<file path="src/hw/rtl/swfr_pkg.sv">
// shared constants and codes of the sliding-window sender
package swfr_pkg;

  // default geometry
  localparam int SWFR_WINDOW   = 4;
  localparam int SWFR_SEQ_BITS = 3;

  // fixed field widths
  localparam int TAG_W = 16;
  localparam int OP_W  = 2;
  localparam int TMR_W = 2;
  localparam int DUP_W = 2;

  // duplicate acks that trigger a fast resend
  localparam logic [DUP_W-1:0] DUP_LIMIT = 2'd3;

  // event kinds carried on in_tuser
  typedef enum logic [OP_W-1:0] {
    OP_SEND    = 2'd0,
    OP_ACK     = 2'd1,
    OP_TIMEOUT = 2'd2
  } op_t;

  // retransmit timer commands
  typedef enum logic [TMR_W-1:0] {
    TMR_KEEP    = 2'd0,
    TMR_RESTART = 2'd1,
    TMR_STOP    = 2'd2
  } timer_cmd_t;

endpackage

</file>
<file path="src/hw/rtl/sliding_window_sender_fast_retransmit_core.sv">
// a result word is loaded into the result register after its event word has passed the input register
// throughput: one event word per cycle while out_tready is high; each event updates the window
// state as it moves from the input register into the result register
// reset: synchronous, active low; empties the window, next and base seq to 0,
// last ack to all ones, duplicate count to 0; the tag store needs no clearing
module sliding_window_sender_fast_retransmit_core
  import swfr_pkg::*;
#(
  parameter int WINDOW   = SWFR_WINDOW,
  parameter int SEQ_BITS = SWFR_SEQ_BITS,
  localparam int ACK_W   = SEQ_BITS + 1,
  localparam int CNT_W   = $clog2(WINDOW + 1),
  localparam int IN_FW   = TAG_W + ACK_W + 1,
  localparam int IN_DW   = ((IN_FW + 7) / 8) * 8,
  localparam int OUT_FW  = 2 + SEQ_BITS + TAG_W + TMR_W + 2 + CNT_W,
  localparam int OUT_DW  = ((OUT_FW + 7) / 8) * 8
) (
  input  logic              clk,
  input  logic              rst_n,
  input  logic              in_tvalid,
  output logic              in_tready,
  input  logic [IN_DW-1:0]  in_tdata,   // payload_tag, ack_num, ack_ok
  input  logic [OP_W-1:0]   in_tuser,   // op
  output logic              out_tvalid,
  input  logic              out_tready,
  output logic [OUT_DW-1:0] out_tdata   // accepted, transmit, tx_seq, tx_tag,
                                        // timer_cmd, fast_resend, window_full,
                                        // in_flight
);

  localparam int AW    = (WINDOW > 1) ? $clog2(WINDOW) : 1;
  localparam int SUM_W = ((AW > CNT_W) ? AW : CNT_W) + 1;
  localparam int CMP_W = (SEQ_BITS > CNT_W) ? SEQ_BITS : CNT_W;

  // input register
  logic                    s1_valid_r;
  logic [OP_W-1:0]         s1_op_r;
  logic [TAG_W-1:0]        s1_tag_r;
  logic signed [ACK_W-1:0] s1_ack_r;
  logic                    s1_ok_r;

  // window state; the oldest held seq always equals base_r, so no seq store
  logic [AW-1:0]       head_r,  head_nxt;
  logic [CNT_W-1:0]    held_r,  held_nxt;
  logic [SEQ_BITS-1:0] next_r,  next_nxt;
  logic [SEQ_BITS-1:0] base_r,  base_nxt;
  logic [ACK_W-1:0]    last_r,  last_nxt;
  logic [DUP_W-1:0]    dup_r,   dup_nxt;

  // result register
  logic              out_valid_r, out_valid_nxt;
  logic [OUT_DW-1:0] out_data_r,  out_data_nxt;

  logic                fire;
  logic                full;
  logic [SEQ_BITS-1:0] new_base;
  logic [SEQ_BITS-1:0] span;
  logic [CMP_W-1:0]    span_x;
  logic [CMP_W-1:0]    held_x;
  logic [SUM_W-1:0]    head_sum;
  logic [SUM_W-1:0]    tail_sum;
  logic [AW-1:0]       head_adv;
  logic [AW-1:0]       tail;
  logic [TAG_W-1:0]    head_tag;
  logic [DUP_W-1:0]    dup_tmp;
  logic                wr_en;

  logic                r_accepted;
  logic                r_transmit;
  logic [SEQ_BITS-1:0] r_tx_seq;
  logic [TAG_W-1:0]    r_tx_tag;
  timer_cmd_t          r_timer;
  logic                r_fast;

  // handshake: the event in the input register moves on when the result slot frees
  assign fire      = s1_valid_r && (!out_valid_r || out_tready);
  assign in_tready = !s1_valid_r || fire;

  always_ff @(posedge clk) begin
    if (!rst_n) begin
      s1_valid_r <= 1'b0;
    end else if (in_tready) begin
      s1_valid_r <= in_tvalid;
    end
  end

  always_ff @(posedge clk) begin
    if (in_tready && in_tvalid) begin
      s1_op_r  <= in_tuser;
      s1_tag_r <= in_tdata[TAG_W-1:0];
      s1_ack_r <= in_tdata[TAG_W +: ACK_W];
      s1_ok_r  <= in_tdata[TAG_W + ACK_W];
    end
  end

  // window arithmetic
  assign full     = (held_r >= CNT_W'(WINDOW));
  assign new_base = s1_ack_r[SEQ_BITS-1:0] + 1'b1;
  assign span     = new_base - base_r;
  assign span_x   = CMP_W'(span);
  assign held_x   = CMP_W'(held_r);
  assign head_sum = SUM_W'(head_r) + SUM_W'(span_x[CNT_W-1:0]);
  assign tail_sum = SUM_W'(head_r) + SUM_W'(held_r);
  assign head_adv = (head_sum >= SUM_W'(WINDOW)) ? AW'(head_sum - SUM_W'(WINDOW))
                                                 : AW'(head_sum);
  assign tail     = (tail_sum >= SUM_W'(WINDOW)) ? AW'(tail_sum - SUM_W'(WINDOW))
                                                 : AW'(tail_sum);

  // event handling
  always_comb begin
    head_nxt   = head_r;
    held_nxt   = held_r;
    next_nxt   = next_r;
    base_nxt   = base_r;
    last_nxt   = last_r;
    dup_nxt    = dup_r;
    dup_tmp    = '0;
    wr_en      = 1'b0;
    r_accepted = 1'b0;
    r_transmit = 1'b0;
    r_tx_seq   = '0;
    r_tx_tag   = '0;
    r_timer    = TMR_KEEP;
    r_fast     = 1'b0;
    if (fire) begin
      unique case (s1_op_r)
        OP_SEND: begin
          if (!full) begin
            wr_en      = 1'b1;
            r_accepted = 1'b1;
            r_transmit = 1'b1;
            r_tx_seq   = next_r;
            r_tx_tag   = s1_tag_r;
            if (base_r == next_r) begin
              r_timer = TMR_RESTART;
            end
            held_nxt = held_r + 1'b1;
            next_nxt = next_r + 1'b1;
          end
        end
        OP_ACK: begin
          // ignore acks on an empty window, bad checksums and stale numbers
          if ((held_r != '0) && s1_ok_r && (span_x <= held_x)) begin
            base_nxt = new_base;
            r_timer  = (new_base != next_r) ? TMR_RESTART : TMR_STOP;
            if (s1_ack_r == last_r) begin
              dup_tmp = dup_r + 1'b1;
            end else begin
              last_nxt = s1_ack_r;
              dup_tmp  = '0;
            end
            dup_nxt = dup_tmp;
            // third duplicate resends the oldest packet before sliding
            if (dup_tmp == DUP_LIMIT) begin
              r_transmit = 1'b1;
              r_fast     = 1'b1;
              r_tx_seq   = base_r;
              r_tx_tag   = head_tag;
              dup_nxt    = '0;
              r_timer    = TMR_RESTART;
            end
            head_nxt = head_adv;
            held_nxt = held_r - span_x[CNT_W-1:0];
          end
        end
        OP_TIMEOUT: begin
          if (held_r != '0) begin
            r_transmit = 1'b1;
            r_tx_seq   = base_r;
            r_tx_tag   = head_tag;
            r_timer    = TMR_RESTART;
          end else begin
            r_timer = TMR_STOP;
          end
        end
        default: begin
        end
      endcase
    end
  end

  // tag store, read data tracks the head entry after each edge
  swfr_tag_mem #(
    .DEPTH (WINDOW),
    .AW    (AW),
    .DW    (TAG_W)
  ) u_tag_mem (
    .clk     (clk),
    .wr_en   (wr_en),
    .wr_addr (tail),
    .wr_data (s1_tag_r),
    .rd_addr (head_nxt),
    .rd_data (head_tag)
  );

  always_ff @(posedge clk) begin
    if (!rst_n) begin
      head_r <= '0;
      held_r <= '0;
      next_r <= '0;
      base_r <= '0;
      last_r <= '1;
      dup_r  <= '0;
    end else begin
      head_r <= head_nxt;
      held_r <= held_nxt;
      next_r <= next_nxt;
      base_r <= base_nxt;
      last_r <= last_nxt;
      dup_r  <= dup_nxt;
    end
  end

  // result word
  assign out_data_nxt = OUT_DW'({held_nxt, (held_nxt >= CNT_W'(WINDOW)), r_fast, r_timer,
                                 r_tx_tag, r_tx_seq, r_transmit, r_accepted});
  assign out_valid_nxt = fire ? 1'b1 : (out_valid_r && !out_tready);

  always_ff @(posedge clk) begin
    if (!rst_n) begin
      out_valid_r <= 1'b0;
    end else begin
      out_valid_r <= out_valid_nxt;
    end
  end

  always_ff @(posedge clk) begin
    if (fire) begin
      out_data_r <= out_data_nxt;
    end
  end

  assign out_tvalid = out_valid_r;
  assign out_tdata  = out_data_r;

endmodule

</file>
<file path="src/hw/rtl/swfr_tag_mem.sv">
// payload tag store with one write port and a registered read with write bypass
module swfr_tag_mem #(
  parameter int DEPTH = 4,
  parameter int AW    = 2,
  parameter int DW    = 16
) (
  input  logic          clk,
  input  logic          wr_en,
  input  logic [AW-1:0] wr_addr,
  input  logic [DW-1:0] wr_data,
  input  logic [AW-1:0] rd_addr,
  output logic [DW-1:0] rd_data
);

  logic [DW-1:0] mem_r [DEPTH];
  logic [DW-1:0] rd_data_r;

  // write, and read the entry at rd_addr as it stands after this edge
  always_ff @(posedge clk) begin
    if (wr_en) begin
      mem_r[wr_addr] <= wr_data;
    end
    if (wr_en && (wr_addr == rd_addr)) begin
      rd_data_r <= wr_data;
    end else begin
      rd_data_r <= mem_r[rd_addr];
    end
  end

  assign rd_data = rd_data_r;

endmodule

</file>
<file path="config.mk">
export PLATFORM = sky130hd
export DESIGN_NAME = sliding_window_sender_fast_retransmit_core
export DESIGN_NICKNAME = d
export VERILOG_FILES = /design/src/hw/rtl/swfr_pkg.sv /design/src/hw/rtl/sliding_window_sender_fast_retransmit_core.sv /design/src/hw/rtl/swfr_tag_mem.sv
export SDC_FILE = /design/constraint.sdc
export NUM_CORES = 1
export LEC_CHECK = 0
export BUFFER_PORTS_ARGS = -buffer_cell sky130_fd_sc_hd__buf_4
export CAP_MARGIN = 30
export CORE_AREA = 8 8 112 114
export DETAILED_ROUTE_END_ITERATION = 6
export DIE_AREA = 0 0 120 122
export HOLD_SLACK_MARGIN = 0.06
export PLACE_DENSITY = 0.85
export SETUP_SLACK_MARGIN = 0.5
export SLEW_MARGIN = 5
export SYNTH_ARGS = -nofsm -noshare
export SYNTH_HDL_FRONTEND = slang
export SYNTH_SLANG_ARGS = --single-unit
</file>
<file path="constraint.sdc">
create_clock -name clk -period 4.13 [get_ports clk]
set_clock_uncertainty 0.2 [all_clocks]
set_input_delay 0.826 -clock clk [delete_from_list [all_inputs] [get_ports clk]]
set_output_delay 0.826 -clock clk [all_outputs]
set_load 0.03 [all_outputs]
</file>
== Yosys cells after proc, flatten, opt, wreduce, memory -nomap -nowiden ==
Memory sizes are Yosys's and may differ from the RTL's. A register that Yosys moved wholly into a read port is not among the register bits.
Cells that the tools add are included.

* Register bits: 70
* Bits in latches: 0
* RAM bits: 64
* ROM bits: 0
* Input bits: 30
* Output and inout bits: 34
* Logic and storage cells: 94
* Memories kept: 1

* Add/subtract/negate cells: 10
* $mul: 0
* Divide/modulo/power cells: 0
* Magnitude comparators: 5
* Equal/unequal tests: 6
* Shift operators: 0
* Mux-type cells: 41
* Bitwise gates (word level): 2
* Reductions and logical operators: 15

{| class="wikitable"
|+ Memory list
! memory !! depth !! bits a word !! rd ports !! clocked after memory_dff !! wr ports !! RTL line !! source
|-
| u_tag_mem.mem_r || 4 || 16 || 1 || 1 || 1 || swfr_tag_mem.sv:15 || <nowiki>logic [DW-1:0] mem_r [DEPTH];</nowiki>
|}

{| class="wikitable"
|+ Operator list
! cell !! count
|-
| two-way mux 16 bit || 4
|-
| case mux 16 bit (3 select lines) || 1
|-
| two-way mux 2 bit || 14
|-
| two-way mux 3 bit || 7
|-
| two-way mux 1 bit || 11
|-
| adder 3 x 1 -> 3 bit (second input constant) || 3
|-
| case mux 3 bit (3 select lines) || 1
|-
| adder 2 x 3 -> 4 bit || 2
|-
| greater-or-equal comparator 4 x 3 -> 1 bit (second input constant) || 2
|-
| greater-or-equal comparator 3 bit (second input constant) || 2
|-
| case mux 2 bit (3 select lines) || 1
|-
| case mux 3 bit (2 select lines) || 1
|-
| AND reduction 3 bit || 2
|-
| subtractor 3 bit || 2
|-
| logical AND 1 bit || 5
|-
| == test 2 bit (second input constant) || 2
|-
| == test 4 bit || 1
|-
| AND reduction 4 bit || 1
|-
| subtractor 2 x 1 -> 2 bit (second input constant) || 2
|-
| == test 3 bit || 1
|-
| <= comparator 3 bit || 1
|-
| zero test 1 bit || 3
|-
| inequality test 3 bit || 1
|-
| case mux 1 bit (3 select lines) || 1
|-
| 6 further kinds || 8
|}

== Logic depth before layout (Yosys ltp) ==
Gate-level depths: netlist (run 1).

* Depth in word-level cells: 11
* Gate-level depth with buffers: 12
* Depth with buffers taken out: 11

== Hierarchy ==
A second synthesis (run 1) with hierarchy kept.

* Cell total of the unflattened synthesis: 319
* Area, all modules: 5506.5 um^2

{| class="wikitable"
|+ By module, submodules not included
! module !! instances !! cells an instance !! area each (um^2) !! seq. area each (um^2)
|-
| sliding_window_sender_fast_retransmit_core || 1 || 229 || 3089.2 || 1881.8
|-
| swfr_tag_mem || 1 || 90 || 2417.3 || 1961.9
|}

== Worst setup path after synthesis (run 1) ==
OpenSTA, ideal clock, no wires.

* Kind: input port to flip-flop
* Start point: input port out_tready
* End point: memory u_tag_mem.mem_r[0][0], enable pin
* Library setup time: 0.413 ns
* Data arrival time: 3.682 ns
* Required time: 3.517 ns
* Setup slack: -0.165 ns
* Cell stages on the path: 4
* Buffers on the path: 0
* Cells stage by stage: nor2b_4 nor2b_1 nand2_1 nor3b_1

* Cells in the longest elaborated chain, start to end: 5

{| class="wikitable"
|+ Ends and longest elaborated chain
! item !! RTL line !! source
|-
| start: declaration || sliding_window_sender_fast_retransmit_core.sv:25 || <nowiki>input logic out_tready,</nowiki>
|-
| logical OR 1 bit || sliding_window_sender_fast_retransmit_core.sv:76 || <nowiki>assign fire = s1_valid_r && (!out_valid_r || out_tready);</nowiki>
|-
| logical AND 1 bit || sliding_window_sender_fast_retransmit_core.sv:76 ||
|-
| net fire || sliding_window_sender_fast_retransmit_core.sv:54 || <nowiki>logic fire;</nowiki>
|-
| two-way mux 1 bit || sliding_window_sender_fast_retransmit_core.sv:125 || <nowiki>if (fire) begin</nowiki>
|-
| two-way mux 1 bit || swfr_tag_mem.sv:20 || <nowiki>if (wr_en) begin</nowiki>
|-
| two-way mux 1 bit (not written as such) || swfr_tag_mem.sv:21 || <nowiki>mem_r[wr_addr] <= wr_data;</nowiki>
|-
| end: declaration || swfr_tag_mem.sv:15 ||
|}

The timed path passes the listed nets, and every way through them passes these cells.

== Worst setup path in the final report (run 1) ==
* Start point: register s1_ack_r[0]
* End point: register out_data_r[6] (netlist: out_tdata[6]) (data pin)

* Elaborated cells between the ends (all ways): 13
* Those cells by class: add/sub (2); order compare (1); eq/ne (2); mux (7); reduce/logical (1)

{| class="wikitable"
|+ RTL lines
! item !! RTL line !! source
|-
| start: declaration || sliding_window_sender_fast_retransmit_core.sv:39 || <nowiki>logic signed [ACK_W-1:0] s1_ack_r;</nowiki>
|-
| start signal: assignment || sliding_window_sender_fast_retransmit_core.sv:91 || <nowiki>s1_ack_r <= in_tdata[TAG_W +: ACK_W];</nowiki>
|-
| adder 3 x 1 -> 3 bit || sliding_window_sender_fast_retransmit_core.sv:98 || <nowiki>assign new_base = s1_ack_r[SEQ_BITS-1:0] + 1'b1;</nowiki>
|-
| net new_base[1] || sliding_window_sender_fast_retransmit_core.sv:56 || <nowiki>logic [SEQ_BITS-1:0] new_base;</nowiki>
|-
| subtractor 3 bit || sliding_window_sender_fast_retransmit_core.sv:99 || <nowiki>assign span = new_base - base_r;</nowiki>
|-
| <= comparator 3 bit || sliding_window_sender_fast_retransmit_core.sv:143 || <nowiki>if ((held_r != '0) && s1_ok_r && (span_x <= held_x)) begin</nowiki>
|-
| logical AND 1 bit || sliding_window_sender_fast_retransmit_core.sv:143 ||
|-
| two-way mux 16 bit || sliding_window_sender_fast_retransmit_core.sv:143 ||
|-
| case mux 16 bit (3 select lines) || sliding_window_sender_fast_retransmit_core.sv:126 || <nowiki>unique case (s1_op_r)</nowiki>
|-
| net out_data_nxt[6] || sliding_window_sender_fast_retransmit_core.sv:52 || <nowiki>logic [OUT_DW-1:0] out_data_r, out_data_nxt;</nowiki>
|-
| end signal: assignment || sliding_window_sender_fast_retransmit_core.sv:229 || <nowiki>out_data_r <= out_data_nxt;</nowiki>
|-
| end: declaration || sliding_window_sender_fast_retransmit_core.sv:52 ||
|}

The timed path passes the listed nets, and every way through them passes these cells. The select of a mux whose other input is x is not followed.
A chain may end at the register's enable or synchronous reset.

==> impl_results.md, run 1 <==
* Die area at 14640 sq um
* Leak pwr at 2.441 nW
* Cell Pwr Density at 474.4 nW/um^2
* Critical path peak fanout at 20
* FF+latch count, synth at 135
* Number of global-route vias before repair at 3220
* ANT cells at 0
* Largest net degree at the start of global routing at 29
* Drt drc at 0
* Fillcell total at 732
* Switching pwr at 0.6783 mW
* Grt total ovfl at 0
* Hpwl dp at 6984 um
* Register clock-pin slew on the reported worst setup and hold paths at 60 ps
* Post-synthesis async set-or-reset flop share at 0%
* Initial antenna violation count at 0
* Clock buffer depth at 2
* Setup crit end kind: register
* Non-Filler Instances at 573
* Worst Hold Depth at 1
* Num CTS Buffers at 17
* Tot GR Track Use at 16.13%
* VDD IR max at 334.9 uV
* Clock sinks at 135
* Initial DRT Pass Iterations at 4
* Share of layout cells above drive strength 1 at 28.87%
* Routed WL at 11290 um
* Row Count at 38
* Yosys top cell by area: edfxtp_1
* Fin. Hold Viols at 0
* Die extent in y at 122 um
* Setup CP Type: register to register
* Period utilization at 85.84%
* Gate Count Post-Synth at 351
* Synth cell count leaders: edfxtp_1, nand2_1, inv_1
* Post-synthesis sequential area ratio at 70.06%
* Synthesized cell area at 5487 sq um
* Io pins at 64
* Clk root buf: clkbuf_8
* Worst Reg2Reg Path Length in Cells at 12
* RSZ-0062 raised after global routing: false
* Clock Power Share at 46.3%
* Setup ws final at 584.8 ps
* Slew HR at 41.99%
* CP Data Required Time at 4190 ps
* Wire length per cell at 19.71 um
* Crit path time final at 3545 ps
* Initial core utilization at 51.29%
* Hold Crit Start: in_tdata[14]
* Synth Warn # at 0
* Nets at 463
* First-pass GRT wire length at 17610 um
* Synth-to-layout area growth at 21.85%
* Setup Slack @ Placement at 531.0 ps
* Count leader, synth: edfxtp_1
* Pint at 2.493 mW
* Logic pwr share at 5.2%
* Max Slew Vio Count at 0
* Vias at 3112
* Critical R2R Launch: s1_ack_r[0]$_DFFE_PP_
* TritonCTS clock tree: done
* Final Setup Violations at 0
* Worst Hold Class: primary input to register
* Flop-to-flop setup slack at 580 ps
* Placed cells at 541
* # port buffers at 56
* Main synth FF type: edfxtp_1
* Switching Fraction at 21.39%
* Vias/cell at 5.431
* Measured slew at the worst slew-check pin at 870.1 ps
* Count of cell types in the netlist at 51
* CTS H-Tree Depth at 4
* Final Wtd Congestion at 0.8578
* Status: complete, no violations
* Hold EP: s1_tag_r[14]$_DFFE_PP_
* Setup_tns at 0 ps
* Core area at 10700 sq um
* Post-route ant nets at 0
* Die Width at 120 um
* Sequential share of power at 48.5%
* Later-pin clock latency in the skew report at 520 ps
* # Max-Cap Violations at 0
* Synth top area cells: edfxtp_1, dfxtp_1, mux4_2, nand2_1, xnor2_1
* First DRT Iteration DRCs at 241
* Crit path DAT at 3610 ps
* RR Endpoint: out_tdata[6]$_DFFE_PP_
* CP Launch Point: s1_ack_r[0]$_DFFE_PP_
* Top cell type's share of synthesized area at 62.39%
* Post-Syn Area per Cell at 15.63 sq um
* Post-synth EDFFs at 114
* CP Launch Type: register
* Fmax at 0.2821 GHz
==> cell type report <==
type / instances / area (sq um) / area share (%)
Clock inverter: 12 / 151.4 / 2.265
Inverter: 26 / 97.59 / 1.460
Timing Repair Buffer: 65 / 499.2 / 7.468
Clock buffer: 19 / 421.7 / 6.307
Tap cell: 140 / 175.2 / 2.620
Sequential cell: 135 / 3844 / 57.50
Multi-Input combinational cell: 176 / 1496 / 22.38
==> critical path, cell delays in order (launching register included) <==
cell and delay [ps]:
edfxtp_1 450, ha_1 350, inv_1 70, fa_1 420
xnor2_1 190, xnor2_1 180, ha_1 320, a21oi_2 240
o21a_1 240, nor4_4 70, a21boi_1 190, buf_6 240
o21ai_1 120
==> placed cells by master (no fill, tap or decap), types with 10 or more instances in the layout <==
cell	Yosys	final
buf_4	6	63
clkbuf_16	0	16
dfxtp_1	21	21
edfxtp_1	114	114
ha_1	10	10
inv_1	26	26
mux4_2	16	16
nand2_1	38	38
o21ai_1	20	20
xnor2_1	16	16
==> metrics by stage <==
step                hold slack, ps  utilization, %  area, sq um  power [mW]
floorplan                    241.8               -         5510       1.659
detailed placement           281.1           56.77         6073       1.725
CTS                          252.3           62.13         6646       3.189
finish                       277.6           62.49         6685       3.171
global route                 255.5           62.49         6685       3.263
global placement             249.7           56.63         6058       1.717
==> cells by family after synthesis <==
group	Yosys count	share of synthesized area, %
simple gates	75	7.503
mux	22	7.685
flops	135	70.06
other cells	1	0.06835
buf+inv	43	3.603
compound gates	43	4.880
xor+xnor	20	3.193
fa+ha+maj	12	3.010
==> flip-flops by register name, summed over array words and instances (netlist names), named ones only <==
name             count
s1_ack_r             4
out_tvalid           1
held_r               3
s1_ok_r              1
last_r               4
s1_valid_r           1
s1_op_r              2
out_tdata           27
head_r               2
u_tag_mem.mem_r     64
next_r               3
base_r               3
dup_r                2
s1_tag_r            16
==> power by group through the flow <==
stage | registers, mW | logic (mW) | clock network (mW)
2_1_floorplan | 1.58 | 0.0747 | 0
3_3_place_gp | 1.56 | 0.154 | 0
3_5_place_dp | 1.57 | 0.160 | 0
4_1_cts | 1.54 | 0.161 | 1.49
5_1_grt | 1.54 | 0.177 | 1.54
6_report | 1.54 | 0.165 | 1.47
==> metal layers <==
| metal | track usage (%) | up-vias | routed length [um] |
|---|---|---|---|
| met5 | 0 | - | 0 |
| met4 | 8.275 | 0 | 226 |
| met3 | 4.859 | 17 | 741 |
| met2 | 27.31 | 123 | 5897 |
| met1 | 18.32 | 1543 | 4426 |
| li1 | - | 1429 | - |
==> worst max path at each step <==
stage / to / slack, ps / cells after the start
after floorplan: u_tag_mem.mem_r[0][0]$_DFFE_PP_ / 900 / 4
after global placement: dup_r[0]$_SDFFE_PN0P_ / 650 / 11
after detailed placement: dup_r[0]$_SDFFE_PN0P_ / 530 / 11
after CTS: dup_r[0]$_SDFFE_PN0P_ / 520 / 11
after global routing: out_tdata[6]$_DFFE_PP_ / 470 / 12
final: out_tdata[6]$_DFFE_PP_ / 580 / 12
==> timing repair <==
item                       4_1_cts  5_1_grt
hold buffers                     0        0
setup buffers                    0        1
setup endpoints to repair        0       23
resized for setup                0        5
Note: power is estimated with default switching activity, not from simulation.
==> run 2, diff against run 1 <==
--- a/config.mk
+++ b/config.mk
@@ -10,6 +10,7 @@
 export CORE_AREA = 8 8 112 114
 export DETAILED_ROUTE_END_ITERATION = 6
 export DIE_AREA = 0 0 120 122
+export GPL_ROUTABILITY_DRIVEN = 0
 export HOLD_SLACK_MARGIN = 0.06
 export PLACE_DENSITY = 0.85
 export SETUP_SLACK_MARGIN = 0.5
==> constraint.sdc (replaced) <==
create_clock -name clk -period 2.95 [get_ports clk]
set_clock_uncertainty 0.2 [all_clocks]
set_input_delay 0.59 -clock clk [delete_from_list [all_inputs] [get_ports clk]]
set_output_delay 0.59 -clock clk [all_outputs]
set_load 0.03 [all_outputs]
==> impl_results.md, run 2 (synthesized netlist as in run 1, its figures left out) <==
* Row Count at 38 (unchanged)
* Slew HR at 44.88% (was 41.99%)
* # port buffers at 56 (unchanged)
* Fin. Hold Viols at 0 (unchanged)
* Final Setup Violations at 38 (was 0)
* Share of layout cells above drive strength 1 at 33.26% (was 28.87%)
* Status: finished with violations (was complete, no violations)
* Critical R2R Launch: s1_ack_r[0]$_DFFE_PP_ (unchanged)
* Most frequent cells in the layout: edfxtp_1, buf_4, nand2_1 (unchanged)
* Hold EP: s1_valid_r$_SDFFE_PN0N_ (was s1_tag_r[14]$_DFFE_PP_)
* Post-route ant nets at 0 (unchanged)
* RSZ-0062 raised after global routing: true (was false)
* Grt total ovfl at 0 (unchanged)
* Setup CP Type: register to register (unchanged)
* Non-Filler Instances at 615 (was 573)
* Die area at 14640 sq um (unchanged)
* CP max-delay cell: edfxtp_1 (unchanged)
* Critical path peak fanout at 20 (unchanged)
* Number of flip-flops in the largest register at 64 (unchanged)
* Tot GR Track Use at 16.22% (was 16.13%)
* Synth-to-layout area growth at 30.19% (was 21.85%)
* Clk root buf: clkbuf_8 (unchanged)
* Hold Crit Start: in_tvalid (was in_tdata[14])
* Later-pin clock latency in the skew report at 520 ps (about the same)
* Core area at 10700 sq um (unchanged)
* Largest net degree at the start of global routing at 28 (was 29)
* Placed cells at 554 (was 541)
* Clock buffer depth at 2 (unchanged)
* CP Launch Type: register (unchanged)
* Failing checks: negative setup slack
* Worst hold slack at 114.8 ps (was 277.6 ps)
* Initial core utilization at 51.29% (unchanged)
* ANT cells at 0 (unchanged)
* First DRT Iteration DRCs at 266 (was 241)
* Initial DRT Pass Iterations at 4 (unchanged)
* Setup ws final at -218.6 ps (was 584.8 ps)
* Routed WL at 11100 um (was 11290 um)
* Leak pwr at 2.631 nW (was 2.441 nW)
* Num CTS Buffers at 17 (unchanged)
* Top reg by flops: u_tag_mem.mem_r (unchanged)
* Worst Reg2Reg Path Length in Cells at 12 (unchanged)
* Wire length per cell at 18.05 um (was 19.71 um)
* Max Slew Vio Count at 0 (unchanged)
* Period utilization at 107.4% (was 85.84%)
* Slowest stage delay, CP at 450 ps (about the same)
* Fmax at 0.3156 GHz (was 0.2821 GHz)
* Initial antenna violation count at 0 (unchanged)
* Worst Hold Class: primary input to register (unchanged)
* Crit path DAT at 3230 ps (was 3610 ps)
* Io pins at 64 (unchanged)
* Register clock-pin slew on the reported worst setup and hold paths at 60 ps (about the same)
* # Max-Cap Violations at 0 (unchanged)
* TritonCTS clock tree: done (unchanged)
* Vias at 3232 (was 3112)
* Buffer and inverter count on the worst path at 2 (unchanged)
* Hpwl dp at 6931 um (was 6984 um)
* Clock sinks at 135 (unchanged)
* Die Width at 120 um (unchanged)
* Setup crit end kind: register (unchanged)
* CP Data Required Time at 3010 ps (was 4190 ps)
* Crit path time final at 3169 ps (was 3545 ps)
* Delay-heaviest family, CP: adder cells (unchanged)
* Vias/cell at 5.255 (was 5.431)
* Nets at 504 (was 463)
* Measured slew at the worst slew-check pin at 825.6 ps (was 870.1 ps)
* Setup Slack @ Placement at -228.3 ps (was 531.0 ps)
* Drt drc at 0 (unchanged)
* Flop-to-flop setup slack at -220 ps (was 580 ps)
* VDD IR max at 500.6 uV (was 334.9 uV)
* Die extent in y at 122 um (unchanged)
* Cell chain of the critical path: ha_4, inv_2, fa_2, xnor2_2, xnor2_1, ha_1, a21oi_2, o21a_1, nor4_4, a21boi_2, buf_12, o21ai_1 (was ha_1, inv_1, fa_1, xnor2_1, xnor2_1, ha_1, a21oi_2, o21a_1, nor4_4, a21boi_1, buf_6, o21ai_1)
* Most common cell after layout, fill and taps aside: edfxtp_1 (unchanged)
* CTS H-Tree Depth at 4 (unchanged)
* First-pass GRT wire length at 17970 um (was 17610 um)
* Cell Pwr Density at 600.5 nW/um^2 (was 474.4 nW/um^2)
* RR Endpoint: out_tdata[6]$_DFFE_PP_ (unchanged)
* Number of global-route vias before repair at 3508 (was 3220)
* Worst Hold Depth at 3 (was 1)
[run 2: changes by cell type in the layout (fill, tap and decap cells not counted), sizes merged]
cell / delta
inv: -2
bufinv: -2
clkinv: +6
clkbuf: -2
clkinvlp: +1
buf: +18
dlygate4sd3: +23
[run 2: stage by stage]
step	power, mW	TNS (ps)	util (%)	area, sq um
after floorplan	2.330	-698.2	-	5584
after global placement	2.431	-3260	58.37	6245
after detailed placement	2.441	-6095	58.37	6245
after CTS	4.310	-6193	65.81	7041
after global routing	4.433	-10040	66.77	7143
final	4.290	-5550	66.77	7143
[run 2: layout make-up]
cell class | count | area [sq um]
inverter | 26 | 97.59
tap | 140 | 175.2
sequential | 135 | 3844
timing repair buffer | 106 | 903.4
fill | 703 | 3555
clock buffer | 17 | 414.1
clock inverter | 15 | 113.9
multi-input combinational | 176 | 1595
[run 2: per-layer routing]
metal	wire length, um	vias to the layer above	track usage, %
met1	4399	1605	17.86
met2	5924	104	28.82
met4	123	0	4.528
li1	-	1510	-
met5	0	-	0
met3	655	13	6.201
[run 2: timing repair]
item,4_1_cts,5_1_grt
gates resized for setup,7,17
hold buffers,23,0
buffers inserted,1,5
endpoints found under the hold margin,23,0
pin swaps,0,7
endpoints found under the setup margin,58,58
[run 2: how the worst max path moves through the flow]
stage                               start                       to  slack (ps)  depth (start not counted)
floorplan           s1_ack_r[0]$_DFFE_PP_  out_tdata[19]$_DFFE_PP_         -40                         12
global placement    s1_ack_r[0]$_DFFE_PP_   out_tdata[1]$_DFFE_PP_        -140                         12
detailed placement  s1_ack_r[0]$_DFFE_PP_  out_tdata[20]$_DFFE_PP_        -230                         12
CTS                 s1_ack_r[0]$_DFFE_PP_   out_tdata[6]$_DFFE_PP_        -240                         12
global route        s1_ack_r[0]$_DFFE_PP_  out_tdata[10]$_DFFE_PP_        -320                         12
finish              s1_ack_r[0]$_DFFE_PP_   out_tdata[6]$_DFFE_PP_        -220                         12
[run 2: worst register-to-register path, cell delays in order (launching register included)]
cell      delay (ps)
edfxtp_1         450
ha_4             310
inv_2             40
fa_2             350
xnor2_2          150
xnor2_1          190
ha_1             290
a21oi_2          160
o21a_1           210
nor4_4            60
a21boi_2         200
buf_12           190
o21ai_1          110
[run 2: where the power goes]
part	internal [mW]	switching, mW
Combinational	0.135	0.154
Sequential	2.12	0.0342
Clock	1.10	0.750
Total	3.35	0.938
==> run 3, diff against run 2 <==
--- a/config.mk
+++ b/config.mk
@@ -5,11 +5,12 @@
 export SDC_FILE = /design/constraint.sdc
 export NUM_CORES = 1
 export LEC_CHECK = 0
+export ABC_AREA = 1
 export BUFFER_PORTS_ARGS = -buffer_cell sky130_fd_sc_hd__buf_4
 export CAP_MARGIN = 30
-export CORE_AREA = 8 8 112 114
+export CORE_AREA = 8 8 113 115
 export DETAILED_ROUTE_END_ITERATION = 6
-export DIE_AREA = 0 0 120 122
+export DIE_AREA = 0 0 121 123
 export GPL_ROUTABILITY_DRIVEN = 0
 export HOLD_SLACK_MARGIN = 0.06
 export PLACE_DENSITY = 0.85
==> impl_results.md, run 3 <==
* Setup CP Type: register to register (unchanged)
* Die area at 14880 sq um (was 14640 sq um)
* RSZ-0062 raised after global routing: true (unchanged)
* Worst Hold Class: primary input to register (unchanged)
* Initial core utilization at 50.50% (was 51.29%)
* Tot GR Track Use at 17.50% (was 16.22%)
* Gate Count Post-Synth at 471 (was 351)
* CP dominant cell by count: nand2_1
* Initial DRT Pass Iterations at 7 (was 4)
* Clk root buf: clkbuf_16 (was clkbuf_8)
* Synth top area cells: edfxtp_1, dfxtp_1, nand2_1, nor2_1, o32ai_1 (was edfxtp_1, dfxtp_1, mux4_2, nand2_1, xnor2_1)
* VDD IR max at 484.8 uV (was 500.6 uV)
* Most common cell after layout, fill and taps aside: edfxtp_1 (unchanged)
* Cts hold-fix bufs at 0 (was 23)
* CP Data Required Time at 2910 ps (was 3010 ps)
* Critical path peak fanout at 3 (was 20)
* Yosys top cell by area: edfxtp_1 (unchanged)
* Top reg by flops: u_tag_mem.mem_r (unchanged)
* Slowest stage delay, CP at 470 ps (was 450 ps)
* TritonCTS clock tree: done (unchanged)
* Later-pin clock latency in the skew report at 410 ps (was 520 ps)
* Hold Crit Start: in_tdata[15] (was in_tvalid)
* Io pins at 64 (unchanged)
* Post-synthesis sequential area ratio at 68.71% (was 70.06%)
* Num CTS Buffers at 17 (unchanged)
* Post-Syn Area per Cell at 11.88 sq um (was 15.63 sq um)
* Setup crit end kind: register (unchanged)
* Vias at 3911 (was 3232)
* CP Launch Type: register (unchanged)
* Status: finished with violations (unchanged)
* # port buffers at 56 (unchanged)
* Failing checks: negative setup slack (unchanged)
* FF+latch count, synth at 135 (unchanged)
* Fillcell total at 756 (was 703)
* First DRT Iteration DRCs at 446 (was 266)
* Final Setup Violations at 42 (was 38)
* Core area at 11080 sq um (was 10700 sq um)
* Leak pwr at 2.891 nW (was 2.631 nW)
* Post-synth EDFFs at 114 (unchanged)
* Synth Warn # at 0 (unchanged)
* Register clock-pin slew on the reported worst setup and hold paths at 60 ps (about the same)
* Die Width at 121 um (was 120 um)
* Row Count at 39 (was 38)
* CTS H-Tree Depth at 4 (unchanged)
* Wire length per cell at 18.17 um (was 18.05 um)
* Synth cell count leaders: edfxtp_1, nand2_1, nor2_1 (was edfxtp_1, nand2_1, inv_1)
* Synth-to-layout area growth at 28.74% (was 30.19%)
* Setup ws final at -214.4 ps (was -218.6 ps)
* ANT cells at 0 (unchanged)
* Number of flip-flops in the largest register at 64 (unchanged)
* Cell Pwr Density at 637.0 nW/um^2 (was 600.5 nW/um^2)
* Routed WL at 12990 um (was 11100 um)
* Crit path DAT at 3130 ps (was 3230 ps)
* First-pass GRT wire length at 20000 um (was 17970 um)
* Number of global-route vias before repair at 4113 (was 3508)
* CP max-delay cell: edfxtp_1 (unchanged)
* Largest net degree at the start of global routing at 33 (was 28)
* Max Slew Vio Count at 0 (unchanged)
* Top cell type's share of synthesized area at 61.19% (was 62.39%)
* Slew HR at 59.22% (was 44.88%)
* Most frequent cells in the layout: edfxtp_1, nand2_1, buf_4 (was edfxtp_1, buf_4, nand2_1)
* Multi-input combinational cell area at 1740 sq um (was 1595 sq um)
* DP Area at 6345 sq um (was 6245 sq um)
* Cell chain of the critical path: ha_4, inv_2, fa_2, xnor2_2, xnor2_1, ha_1, nand2_1, inv_1, nand2_1, nand2_2, nand2_4, nor2_8, buf_4, inv_4, nor2_4, nor2_2, nand2_1 (was ha_4, inv_2, fa_2, xnor2_2, xnor2_1, ha_1, a21oi_2, o21a_1, nor4_4, a21boi_2, buf_12, o21ai_1)
* Drt drc at 0 (unchanged)
* Final Cell Area at 7202 sq um (was 7143 sq um)
* Crit path time final at 3164 ps (was 3169 ps)
* Met2 usage at 30.74% (was 28.82%)
* Count leader, synth: edfxtp_1 (unchanged)
* CP Launch Point: s1_ack_r[0]$_DFFE_PP_ (unchanged)
* Post-synthesis async set-or-reset flop share at 0% (unchanged)
* Met1 Use GR at 19.20% (was 17.86%)
* Count of cell types in the netlist at 35 (was 51)
* Grt total ovfl at 0 (unchanged)
* Fmax at 0.3160 GHz (was 0.3156 GHz)
* Initial antenna violation count at 0 (unchanged)
* # Max-Cap Violations at 0 (unchanged)
* Critical R2R Launch: s1_ack_r[0]$_DFFE_PP_ (unchanged)
* Design Power at 4.588 mW (was 4.290 mW)
* Post-route ant nets at 0 (unchanged)
* Worst hold slack at 148.9 ps (was 114.8 ps)
* Storage cell area at 3844 sq um (unchanged)
* Clock buffer depth at 2 (unchanged)
* Nets at 602 (was 504)
* Period utilization at 107.3% (was 107.4%)
* Synthesized cell area at 5594 sq um (was 5487 sq um)
* Fin. Hold Viols at 0 (unchanged)
* Die extent in y at 123 um (was 122 um)
* Share of layout cells above drive strength 1 at 29.37% (was 33.26%)
* GR Util met3 at 5.753% (was 6.201%)
* Vias/cell at 5.470 (was 5.255)
* Measured slew at the worst slew-check pin at 611.0 ps (was 825.6 ps)
* Busiest grt layer: met2 (unchanged)
* Main synth FF type: edfxtp_1 (unchanged)
* Hpwl dp at 7687 um (was 6931 um)
* Clock sinks at 135 (unchanged)
[run 3: logic make-up after synthesis]
family / after synthesis / synth area share (%)
AND/OR/NAND/NOR: 202 / 15.52
flip-flops: 135 / 68.71
AO/OA/AOI/OAI: 58 / 6.710
buffers and inverters: 49 / 3.847
XOR/XNOR: 14 / 2.192
adder cells (fa/ha/maj): 12 / 2.952
other: 1 / 0.06703
[run 3: cell type report]
cell class | count | area share, %
clock buffer | 18 | 5.959
clock inverter | 13 | 2.415
inverter | 31 | 1.755
multi-input combinational | 290 | 24.17
sequential | 135 | 53.37
tap | 143 | 2.484
timing repair buffer | 85 | 9.851
[run 3: repair_timing]
item,in CTS,in global routing
hold endpoints to repair,0,0
gates cloned,0,0
pin swaps,13,13
buffers inserted,2,5
gates resized for setup,22,30
setup endpoints to repair,90,106
[run 3: power breakdown]
| part | leakage, nW | switching (mW) | internal, mW | total [mW] |
|---|---|---|---|---|
| combinational | 1.37 | 0.183 | 0.111 | 0.294 |
| sequential | 1.23 | 0.0338 | 2.12 | 2.16 |
| clock | 0.295 | 0.798 | 1.34 | 2.13 |
[run 3: through the flow]
step           TNS [ps]  util [%]  setup WS [ps]  std cells
6_report          -5589     65.02         -214.4        715
5_1_grt          -10590     65.02         -323.3        715
4_1_cts           -3037     63.50         -121.1        709
3_5_place_dp      -4184     57.28         -186.3        676
3_3_place_gp      -2199     57.28         -116.3        676
2_1_floorplan     -4147         -         -72.96        474
[run 3: path summary, 6_finish.rpt]
check,end,slack (ps),cells after the start
setup / recovery,out_tdata[24]$_DFFE_PP_,-210,17
hold / removal,s1_tag_r[15]$_DFFE_PP_,150,1
setup reg to reg,out_tdata[24]$_DFFE_PP_,-210,17
hold reg to reg,last_r[0]$_SDFFE_PN1P_,290,2
[run 3: critical path: cells and delay by family (launching register included)]
kind                     cells  cell delay, ps
XOR/XNOR                     2             330
adder cells (fa/ha/maj)      3             960
buffers and inverters        4             310
flip-flops                   1             470
AND/OR/NAND/NOR              8             640
[run 3: per-layer routing]
layer / vias up / wire length, um
li1: 1805 / -
met1: 1920 / 4816
met2: 158 / 6943
met3: 28 / 918
met4: 0 / 310
met5: - / 0
